## src/design/per_flow_sequence_tracker_top_defines.svh

```systemverilog
// Assertion macros shared by the tracker modules.
`ifndef PER_FLOW_SEQUENCE_TRACKER_TOP_DEFINES_SVH
`define PER_FLOW_SEQUENCE_TRACKER_TOP_DEFINES_SVH

// Property that must hold in the same cycle as its antecedent.
`define PFT_ASSERT_SAME(label, ante, cons, msg) \
  label: assert property (@(posedge clk) disable iff (rst) (ante) |-> (cons)) \
    else $error(msg);

// Property whose consequence is checked in the cycle after its antecedent.
`define PFT_ASSERT_NEXT(label, ante, cons, msg) \
  label: assert property (@(posedge clk) disable iff (rst) (ante) |=> (cons)) \
    else $error(msg);

`endif

```

## src/design/pft_ram.sv

```systemverilog
module pft_ram #(
  parameter int unsigned WIDTH = 8,
  parameter int unsigned DEPTH = 16,
  localparam int unsigned ADDR_W = (DEPTH > 1) ? $clog2(DEPTH) : 1
) (
  input  logic              clk,
  input  logic              wr_en,
  input  logic [ADDR_W-1:0] wr_addr,
  input  logic [WIDTH-1:0]  wr_data,
  input  logic              rd_en,
  input  logic [ADDR_W-1:0] rd_addr,
  output logic [WIDTH-1:0]  rd_data
);

  logic [WIDTH-1:0] mem [DEPTH];

  always_ff @(posedge clk) begin
    if (wr_en) begin
      mem[wr_addr] <= wr_data;
    end
    if (rd_en) begin
      rd_data <= mem[rd_addr];
    end
  end

endmodule

```

## config.mk

```make
export PLATFORM = sky130hd
export DESIGN_NAME = pft_ram
export DESIGN_NICKNAME = d
export VERILOG_FILES = /design/src/design/per_flow_sequence_tracker_top_defines.svh /design/src/design/pft_ram.sv
export SDC_FILE = /design/constraint.sdc
export NUM_CORES = 1
export LEC_CHECK = 0
export ABC_AREA = 1
export BUFFER_PORTS_ARGS = -buffer_cell sky130_fd_sc_hd__buf_2
export CAP_MARGIN = 0
export CORE_MARGIN = 4
export CORE_UTILIZATION = 55
export CTS_CLUSTER_SIZE = 24
export DETAILED_ROUTE_END_ITERATION = 6
export HOLD_SLACK_MARGIN = 0.12
export PLACE_DENSITY = 0.75
export SLEW_MARGIN = 10
export SYNTH_ARGS = -nofsm -noshare
export SYNTH_HDL_FRONTEND = slang
export SYNTH_SLANG_ARGS = --single-unit
```

## constraint.sdc

```tcl
create_clock -name clk -period 1.37 [get_ports clk]
set_clock_uncertainty 0.1 [all_clocks]
set_input_delay 0.274 -clock clk [delete_from_list [all_inputs] [get_ports clk]]
set_output_delay 0.274 -clock clk [all_outputs]
set_load 0.05 [all_outputs]
```

==> results.yml <==
grt:
  use_met2_pct: 36.2
  antenna_found_initial: 0
  grt_pass1_wl_um: 21200
  grt_max_degree: 34
  grt.busiest_layer: "met2"
  grt_overflow_total: 0
  grt_pass1_vias: 4043
  grtUsageMet1_pct: 28.8
  grt.total_usage_pct: 22.8
  grt_util_met3_pct: 6.39
critical_path:
  crit_required_ns: 1.00
  cp_top_family: "flip-flops"
  path_cells: "buf_6"
  criticalPathCategory: "flop to output pin"
  slowest_stage: "edfxtp_1"
  end_kind: "output pin"
  path_max_fanout: 1
  critPathBufInv: 1
  slowest_delay_ns: 0.45
  cp.arrival_ns: 1.16
  cp-start-kind: "flop"
clock_tree:
  clkSinkCount: 136
  postCtsSetupBuffers: 0
  clk_pin_slew_ns: 0.06
  htree_num_levels: 4
  numCtsBuffers: 17
  cts_tree: "done"
  clk_latency_ns: 0.52
  clockBufferDepth: 2
  cts-root-buf: "clkbuf_8"
synth:
  ys_ff_latch: 136
  post-synth-top-count-cell: "nand2_1"
  yosysSeqAreaShare_pct: 69.8
  synth_flop_cell: "edfxtp_1"
  synth_area_leaders: "edfxtp_1 70%, nand2_1 11%, nand3_1 8.3%, inv_1 6.4%, buf_6 1.2%"
  synth_top_cell_area_share_pct: 69.8
  synthCells: 551
  postSynthAreaPerCell_um2: 10.6
  synth_edf_count: 136
  synth_cell_types: 11
  syn-cell-area_mm2: 0.00585
  synth_fp_nets: 570
  synthArstFlopShare_pct: 0
  netlist_top_cells_count: "173 x nand2_1, 136 x edfxtp_1, 100 x inv_1"
  yosys_warnings: 0
  yosys.area.top_type: "edfxtp_1"
die:
  io_pins: 27
  start_util_pct: 56.6
  core_area_mm2: 0.0103
  die_x_um: 111
  rows: 37
  die_h_um: 111
  design.die.area_mm2: 0.0123
detailed_routing:
  vias_per_cell: 5.33
  drtIter0Drc: 351
  wl_per_cell_um: 17.4
  firstDrtPassIters: 5
  vias: 4037
  final_antenna_net_count: 0
  route.detailed.drc: 0
  routed_wirelength_um: 13100
sta:
  hold_violations: 0
  slew_headroom_pct: 59.3
  worst_pin_slew_ns: 0.609
  worst_hold_slack_ns: 0.170
  report.final.slew_viol_count: 0
  fin_crit_ns: 1.53
  rsz0062_at_grt: "yes"
  setup_tns_ns: -0.911
  finalCritPeriodShare_pct: 112
  setup_viol: 8
  max_freq_ghz: 0.653
  setup_slack_ns: -0.161
placed_design:
  io_buffers: 26
  place.gp.congestion: 0.942
  dp_worst_setup_slack_ns: -0.222
  place_area_mm2: 0.00623
  hpwl_um: 8270
min_path:
  worstHoldPathType: "input port to flop"
power_and_ir_drop:
  ir_drop_v: 0.00129
  powerDensity_mw_per_mm2: 1440
  leakage_nw: 3.04
final_layout:
  antenna_cells: 0
  drive_gt1_share_pct: 13.7
  final_nets: 627
  area_growth_pct: 19.4
  num-fill-cells: 754
  stdcell_area_mm2: 0.00698
  finalCoreUtilization_pct: 67.6
run_status:
  violations: "negative setup slack"
  outcome: "finished with violations"
run:
  maxCapViolCount: 0
-- timing repair --
| action | in CTS | in global routing |
|---|---|---|
| hold buffers | 9 | 0 |
| setup endpoints to repair | 8 | 9 |
| resized for setup | 16 | 1 |
| endpoints found under the hold margin | 136 | 0 |
-- per-stage QoR --
stage / total power [mW] / std cells
2_1_floorplan: 5.20 / 551
3_3_place_gp: 5.43 / 716
3_5_place_dp: 5.45 / 716
4_1_cts: 10.1 / 757
5_1_grt: 10.4 / 757
6_report: 10.0 / 757
-- path summary, 6_finish.rpt --
path / startpoint / cells after the start / slack [ns] / end
min: rd_addr[3] / 4 / 0.17 / rd_data[5]
min reg2reg: mem[12][5] / 6 / 0.63 / rd_data[5]
max: rd_data[7] / 1 / -0.16 / rd_data[7]
max reg2reg: mem[1][2] / 6 / 0.10 / rd_data[2]
-- area by class of cell --
cell class | count | area [µm²] | share of cell area (%)
Clock inverter | 12 | 175 | 2.51
Clock buffer | 20 | 425 | 6.10
Multi-Input combinational cell | 289 | 1220 | 17.5
Sequential cell | 136 | 4080 | 58.5
Inverter | 102 | 383 | 5.49
Tap cell | 136 | 170 | 2.44
Timing Repair Buffer | 62 | 523 | 7.49
-- registers in the layout (all words and copies together), names as in the netlist --
signal and flops:
rd_data 8, mem 128
-- cells in the final DEF (no fill, tap or decap) --
cell type / instances
nand3_2: 1
buf_4: 23
buf_2: 18
inv_6: 1
inv_1: 100
clkbuf_8: 1
nor2_1: 17
clkbuf_1: 3
nand3b_1: 2
inv_2: 2
nand2_1: 173
nand3_1: 96
dlygate4sd3_1: 9
buf_6: 8
clkinv_4: 3
clkbuf_16: 16
buf_12: 4
edfxtp_1: 136
clkinv_2: 4
bufinv_16: 4
-- where the power goes --
group	internal (mW)	total, mW	switching [mW]
Clock	2.95	4.61	1.65
Combinational	0.224	0.701	0.476
Sequential	4.69	4.72	0.0339
-- metal layers --
metal	share of wire, %	vias up
met4	4.2	0
met1	40	1880
met5	0	-
met3	8.0	50
li1	-	1907
met2	48	200
-- cells by family after synthesis --
family	share of synthesized area, %
flip-flops	69.8
AND/OR/NAND/NOR	20.8
buffers and inverters	9.39
No activity file was read; power rests on OpenSTA's default activity.
