## src/design/per_flow_sequence_tracker_top_defines.svh

```systemverilog
// Assertion macros shared by the tracker modules.
`ifndef PER_FLOW_SEQUENCE_TRACKER_TOP_DEFINES_SVH
`define PER_FLOW_SEQUENCE_TRACKER_TOP_DEFINES_SVH

// Property that must hold in the same cycle as its antecedent.
`define PFT_ASSERT_SAME(label, ante, cons, msg) \
  label: assert property (@(posedge clk) disable iff (rst) (ante) |-> (cons)) \
    else $error(msg);

// Property whose consequence is checked in the cycle after its antecedent.
`define PFT_ASSERT_NEXT(label, ante, cons, msg) \
  label: assert property (@(posedge clk) disable iff (rst) (ante) |=> (cons)) \
    else $error(msg);

`endif

```

## src/design/pft_pkg.sv

```systemverilog
package pft_pkg;

  localparam int unsigned TABLE_DEPTH = 64;
  localparam int unsigned IDX_W = (TABLE_DEPTH > 1) ? $clog2(TABLE_DEPTH) : 1;
  localparam int unsigned CNT_W = $clog2(TABLE_DEPTH + 1);
  localparam int unsigned SLOT_W = 6;

  typedef struct packed {
    logic [15:0] port;
    logic [31:0] addr;
  } key_t;

  localparam int unsigned KEY_W = $bits(key_t);

  typedef struct packed {
    logic [63:0] back;
    logic [63:0] gap;
    logic [63:0] recv;
    logic [31:0] exp_seq;
  } flow_rec_t;

  localparam int unsigned FLOW_W = $bits(flow_rec_t);

  typedef struct packed {
    logic             valid;
    logic             full;
    logic             created;
    logic [IDX_W-1:0] slot;
  } lookup_res_t;

  typedef enum logic [1:0] {
    VERDICT_IN_ORDER  = 2'd0,
    VERDICT_GAP       = 2'd1,
    VERDICT_BACKWARD  = 2'd2,
    VERDICT_UNTRACKED = 2'd3
  } verdict_t;

  typedef enum logic [1:0] {
    ST_IDLE,
    ST_LOOK,
    ST_UPDATE
  } top_state_t;

  typedef enum logic {
    LK_IDLE,
    LK_SCAN
  } lk_state_t;

endpackage

```

## src/design/pft_ram.sv

```systemverilog
module pft_ram #(
  parameter int unsigned WIDTH = 8,
  parameter int unsigned DEPTH = 16,
  localparam int unsigned ADDR_W = (DEPTH > 1) ? $clog2(DEPTH) : 1
) (
  input  logic              clk,
  input  logic              wr_en,
  input  logic [ADDR_W-1:0] wr_addr,
  input  logic [WIDTH-1:0]  wr_data,
  input  logic              rd_en,
  input  logic [ADDR_W-1:0] rd_addr,
  output logic [WIDTH-1:0]  rd_data
);

  logic [WIDTH-1:0] mem [DEPTH];

  always_ff @(posedge clk) begin
    if (wr_en) begin
      mem[wr_addr] <= wr_data;
    end
    if (rd_en) begin
      rd_data <= mem[rd_addr];
    end
  end

endmodule

```

## src/design/pft_lookup.sv

```systemverilog
`include "per_flow_sequence_tracker_top_defines.svh"

// Linear search of the learned keys, one entry per cycle, with allocation on a miss while a free entry is left.
module pft_lookup (
  input  logic                clk,
  input  logic                rst,
  input  logic                start,
  input  pft_pkg::key_t       key,
  output pft_pkg::lookup_res_t res
);

  pft_pkg::lk_state_t state, state_next;

  pft_pkg::key_t                 key_q;
  pft_pkg::key_t                 key_rdata;
  logic [pft_pkg::CNT_W-1:0]     used;
  logic [pft_pkg::CNT_W-1:0]     rd_idx;
  logic                          cmp_valid;
  logic [pft_pkg::IDX_W-1:0]     cmp_idx;

  logic issue;
  logic match;
  logic last;
  logic none;
  logic finish;
  logic full_miss;
  logic alloc;

  pft_ram #(
    .WIDTH(pft_pkg::KEY_W),
    .DEPTH(pft_pkg::TABLE_DEPTH)
  ) u_key_ram (
    .clk    (clk),
    .wr_en  (alloc),
    .wr_addr(used[pft_pkg::IDX_W-1:0]),
    .wr_data(key_q),
    .rd_en  (issue),
    .rd_addr(rd_idx[pft_pkg::IDX_W-1:0]),
    .rd_data(key_rdata)
  );

  always_comb begin
    state_next = state;
    case (state)
      pft_pkg::LK_IDLE: begin
        if (start) begin
          state_next = pft_pkg::LK_SCAN;
        end
      end
      pft_pkg::LK_SCAN: begin
        if (finish) begin
          state_next = pft_pkg::LK_IDLE;
        end
      end
      default: state_next = pft_pkg::LK_IDLE;
    endcase
  end

  always_comb begin
    issue     = 1'b0;
    match     = 1'b0;
    last      = 1'b0;
    none      = 1'b0;
    finish    = 1'b0;
    full_miss = 1'b0;
    alloc     = 1'b0;
    case (state)
      pft_pkg::LK_SCAN: begin
        issue     = rd_idx < used;
        match     = cmp_valid && (key_rdata == key_q);
        last      = cmp_valid &&
                    ((pft_pkg::CNT_W'(cmp_idx) + pft_pkg::CNT_W'(1)) == used);
        none      = !cmp_valid && (rd_idx >= used);
        finish    = match || last || none;
        full_miss = finish && !match && (used == pft_pkg::CNT_W'(pft_pkg::TABLE_DEPTH));
        alloc     = finish && !match && !full_miss;
      end
      default: begin
      end
    endcase
  end

  always_ff @(posedge clk) begin
    if (rst) begin
      state     <= pft_pkg::LK_IDLE;
      used      <= '0;
      cmp_valid <= 1'b0;
      res       <= '0;
    end else begin
      state     <= state_next;
      res.valid <= finish;
      if (state == pft_pkg::LK_IDLE) begin
        cmp_valid <= 1'b0;
      end else begin
        cmp_valid <= issue && !finish;
      end
      if (finish) begin
        res.full    <= full_miss;
        res.created <= alloc;
        res.slot    <= match ? cmp_idx : used[pft_pkg::IDX_W-1:0];
      end
      if (alloc) begin
        used <= used + pft_pkg::CNT_W'(1);
      end
    end
  end

  always_ff @(posedge clk) begin
    if (state == pft_pkg::LK_IDLE) begin
      rd_idx <= '0;
      if (start) begin
        key_q <= key;
      end
    end else begin
      cmp_idx <= rd_idx[pft_pkg::IDX_W-1:0];
      if (issue) begin
        rd_idx <= rd_idx + pft_pkg::CNT_W'(1);
      end
    end
  end

  `PFT_ASSERT_SAME(a_used_bounded, 1'b1, used <= pft_pkg::CNT_W'(pft_pkg::TABLE_DEPTH), "fill count beyond table depth")
  `PFT_ASSERT_SAME(a_full_only_when_full, res.valid && res.full, used == pft_pkg::CNT_W'(pft_pkg::TABLE_DEPTH), "full verdict with free entries")
  `PFT_ASSERT_SAME(a_slot_in_use, res.valid && !res.full, pft_pkg::CNT_W'(res.slot) < used, "result slot not in use")

endmodule

```

## config.mk

```make
export PLATFORM = sky130hd
export DESIGN_NAME = pft_lookup
export DESIGN_NICKNAME = d
export VERILOG_FILES = /design/src/design/pft_pkg.sv /design/src/design/pft_ram.sv /design/src/design/pft_lookup.sv
export VERILOG_INCLUDE_DIRS = /design/src /design/src/design
export SDC_FILE = /design/constraint.sdc
export NUM_CORES = 2
export LEC_CHECK = 0
export ABC_AREA = 1
export BUFFER_PORTS_ARGS = -buffer_cell sky130_fd_sc_hd__buf_2
export CORE_ASPECT_RATIO = 0.8
export CORE_MARGIN = 2
export CORE_UTILIZATION = 50
export DETAILED_ROUTE_END_ITERATION = 10
export PLACE_DENSITY = 0.63
export SLEW_MARGIN = 10
export SYNTH_ARGS = -nofsm -noshare
export SYNTH_HDL_FRONTEND = slang
export SYNTH_HIERARCHICAL = 1
export SYNTH_SLANG_ARGS = --single-unit
```

## constraint.sdc

```tcl
create_clock -name clk -period 17.58 [get_ports clk]
set_input_delay 0.879 -clock clk [delete_from_list [all_inputs] [get_ports clk]]
set_output_delay 0.879 -clock clk [all_outputs]
set_load 0.005 [all_outputs]
```

==> impl_results.md <==
- Outcome: finished, final reports clean
- CTS hold repair buffers: 0
- Internal power of the cells: 12.7 mW
- Simple-gate portion of the synthesized area: between 20% and 30%
- Dpl cells: around 14,000
- Worst-case hold slack: ~0.17 ns
- Leakage power figure: between 40 and 50 nW
- H-tree levels: 5
- Row count: around 170
- Final period demand of the worst path: 5.92 ns
- First-pass GRT wire length: between 500 and 600 mm
- Number of instances on the worst hold path: 1
- Crit. End Element: flop
- Largest cells by area after synthesis: edfxtp_1 (74%), nand3_1 (11%), nand2_1 (10%)
- Global-route usage over all layers: a little under a third
- Total setup buffers inserted after CTS: 0
- Fill cell instance count of the final layout: 21,000
- Port bufs: 59
- Relative contribution of combinational cells to total power: between 10% and 20%
- Post-detailed-route DRC marker count: 0
- Syn_area_per_cell: roughly 12 um2
- Number of buffers added by the clock tree synthesis step: around 320
- Seq pwr share: about half
- Share of final-layout standard cells stronger than drive strength 1: 7.38%
- Die outline height: approximately 460 um
- Post-synthesis mux area share: 0%
- Start of the worst register-to-register path: rd_idx[1]
- Path type of the worst setup path: reg -> reg
- HPWL after detailed placement: 205 mm
- Drt pass-1 iters: 8
- Reg2Reg Setup Slack: between 10 and 15 ns
- Number of design-rule violations left by the first detailed-router iteration: roughly 14,000
- Area share of fa/ha/maj cells after synthesis: less than 1%
- Yosys top cell by area: edfxtp_1
- Vias in the first global route: around 81,000
- Antenna-violating nets left: 0
- Top-area cell type share of the netlist area: 73.7%
- Warning count from the yosys run: 6
- Clock tree root buffer cell: clkbuf_16
- Power Dens Cells: between 100 and 150 nW/um2
- Layout area overhead: 10.0%
- Global Route met1 Usage: between 40 and 50%
- Top Ports: 60
- Max-slew violation count: 0
- NetSw: ~4.3 mW
- Average wire per cell in the routed design: around 28 um
- Cells after Synth: 10,700
- Fin Clk Skew: 0.0427 ns
- Net count after synthesis: ~11,000
- Source of the worst hold timing path: key[18]
- Total power draw: around 17 mW
- Total core area: roughly 260,000 um2
- Footprint of the multi-input gates: 29,700 um2
- Syn Std Cell Area: 129,000 um2
- Via count: 87,200
- Global placer's final weighted congestion: between 0.9 and 1
- Share of the synthesized area in compound gates (AO/OA/AOI/OAI): 0.129%
- Highest clock frequency the design can meet: 169 MHz
- CP Launch Type: flop
- Slew Limit Headroom: 14.3%
- Seq/Total Area, Yosys: between 70% and 80%
- Maximum fanout along the worst path: about 150
- MaxCap Viol Count: 0
- TritonCTS clock tree: done
- Number of buffers on the longest clock path: 4
- Count of unique library cells instantiated by Yosys: 37
- Clock share of power: 38.3%
- Required time reported for the critical path endpoint: roughly 18 ns
- Worst hold endpoint: key_q[18]
- Summed negative setup slack over all endpoints: 0 ns
- Final net count: between 10,000 and 15,000
- Data arrival time at the worst-slack endpoint: 6.54 ns
- Synth Register Bits: about 3,200
- Post-CTS sizing: 0
- Floorplan die area: about 260,000 um2
- Routed wire length: roughly 400 mm
- Worst-case vdd ir drop: approximately 0.11 mV
- Die X-Extent: around 570 um
- Met3 demand-to-capacity share in global routing: approximately 6.0%
- Worst Tran Pin Value: 1.28 ns
- Critical register-to-register path endpoint: u_key_ram/rd_data[32]
- Num Clock Sinks: ~3,200
- Via density: about 6.1
- Number of hold violations in the final report: 0
- Share of the clock period used by the worst path after layout: about a third
- Insertion delay of the later-clocked pin in the worst-skew pair: around 0.9 ns
- Setup repair after global routing missed its margin: no
- Worst r2r path cells: 13
- Largest net degree at the start of global routing: about 210
- Type of the most critical hold path: in -> reg
- XOR/XNOR share of the synthesized area: less than 1%
- Number of antenna violations at the first check in global routing: 12
- Clock slew at reported path FFs: about 0.06 ns
- GRT Max-Usage Layer: met1
- Area of all sequential standard cells: about 96,000 um2
- Overflow left after global routing: 0
- Post-route insts no fill: 14,300
- Starting density of the core: 50.4%
- Switching Fraction: 25.5%
- GR met2 Demand/Resource: 43.9%
- Dominant combinational cell family by area after synthesis: simple AND/OR/NAND/NOR gates
- Number of setup violations in the final report: 0
[layout by cell type (no fill, tap or decap), types with 4 or more instances in the layout]
cell / synthesis / final
nand4_1: 25 / 25
nand2_1: 3574 / 3574
a21oi_1: 9 / 9
inv_2: 4 / 5
bufinv_16: 0 / 17
o21ai_0: 13 / 13
clkinvlp_4: 0 / 6
clkbuf_16: 0 / 327
edfxtp_1: 3174 / 3174
xor2_1: 7 / 7
dfxtp_1: 25 / 19
nor4_2: 0 / 8
buf_12: 1 / 9
diode_2: 0 / 6
nor2_4: 1 / 58
nor3_1: 9 / 9
buf_4: 58 / 226
ha_1: 11 / 11
nand3_1: 2875 / 2873
o21bai_1: 4 / 4
or2_2: 7 / 7
nand3b_1: 7 / 7
inv_6: 0 / 11
buf_2: 368 / 59
inv_1: 115 / 112
nor2_1: 144 / 87
xnor2_1: 9 / 9
clkinv_2: 0 / 40
dfxtp_4: 0 / 5
clkbuf_1: 116 / 72
clkinv_1: 2 / 76
[through the flow]
stage / instance area, um2 / utilization [%] / setup WS, ns
after global routing: 142000 / 55.5 / 11.41
after global placement: 133000 / 51.7 / 11.26
after detailed placement: 133000 / 51.7 / 11.57
final: 142000 / 55.5 / 11.66
after floorplan: 129000 / - / 9.83
after CTS: 142000 / 55.5 / 11.61
[final cells by class]
cell class,instances,share of cell area (%)
multi-input cells,6718,20.9
well taps,3444,3.03
diodes,6,0.0106
inverters,122,0.353
flip-flops and latches,3199,67.3
clock inverters,155,0.861
clock buffers,402,5.97
repair buffers,296,1.54
[kinds of logic after synthesis]
logic type	count (synthesis)
XOR/XNOR	16
adder cells (fa/ha/maj)	11
AO/OA/AOI/OAI	30
flip-flops	3199
AND/OR/NAND/NOR	6661
buffers and inverters	800
[synthesized netlist by cell type]
library cell	n
a21o_1	1
a21oi_1	9
a21oi_2	1
and2_1	2
buf_1	59
buf_12	1
buf_2	368
buf_4	58
buf_6	70
buf_8	6
clkbuf_1	116
clkinv_1	2
dfxtp_1	25
edfxtp_1	3174
ha_1	11
inv_1	115
inv_2	4
inv_4	1
nand2_1	3574
nand2_2	3
nand2_4	1
nand3_1	2875
nand3b_1	7
nand4_1	25
nand4_2	1
nor2_1	144
nor2_2	2
nor2_4	1
nor3_1	9
nor3b_1	2
nor4_1	8
o21ai_0	13
o21ai_1	2
o21bai_1	4
or2_2	7
xnor2_1	9
xor2_1	7
[per-layer routing]
layer | wire length [um] | part of all wire [%]
met4 | 15200 | 3.8
met2 | 174000 | 43
met1 | 162000 | 40
met5 | 30 | 0.0075
met3 | 49300 | 12
[flip-flops by register name, indices dropped and copies added, names as in the netlist]
| name | cells |
|---|---|
| cmp_idx | 6 |
| cmp_valid | 1 |
| key_q | 48 |
| rd_idx | 7 |
| res | 9 |
| state | 1 |
| u_key_ram/mem | 3072 |
| u_key_ram/rd_data | 48 |
| used | 7 |
[worst max-delay path, cell delays in order, from the launching register on]
cell and delay (ns):
dfxtp_4 0.48, buf_12 0.29, inv_8 0.65, buf_4 0.78
buf_4 0.88, buf_4 0.75, buf_4 0.73, nand3_1 0.16
nand3_1 0.13, nand3_1 0.12, nand3_1 0.13, nand2_1 0.08
nand2_1 0.08, nand2_1 0.07
[how the worst max path moves through the flow]
| stage | cells after the start | start | endpoint |
|---|---|---|---|
| 3_3_place_gp | 13 | rd_idx[1] | u_key_ram/mem[13][44] |
| 3_5_place_dp | 13 | rd_idx[1] | u_key_ram/mem[27][14] |
| 5_1_grt | 13 | rd_idx[1] | u_key_ram/mem[27][34] |
| 4_1_cts | 13 | rd_idx[1] | u_key_ram/mem[43][26] |
| 6_report | 13 | rd_idx[1] | u_key_ram/rd_data[32] |
| 2_1_floorplan | 11 | key_q[11] | u_key_ram/mem[48][0] |
[power groups by stage]
stage          logic (mW)  clock network, mW  registers, mW
2_1_floorplan        1.30                  0           8.78
3_3_place_gp         1.87                  0           8.72
3_5_place_dp         1.89                  0           8.72
4_1_cts              1.90               6.57           8.56
5_1_grt              2.11               6.85           8.56
6_report             1.93               6.50           8.56
Power figures use the tool's default switching activity.
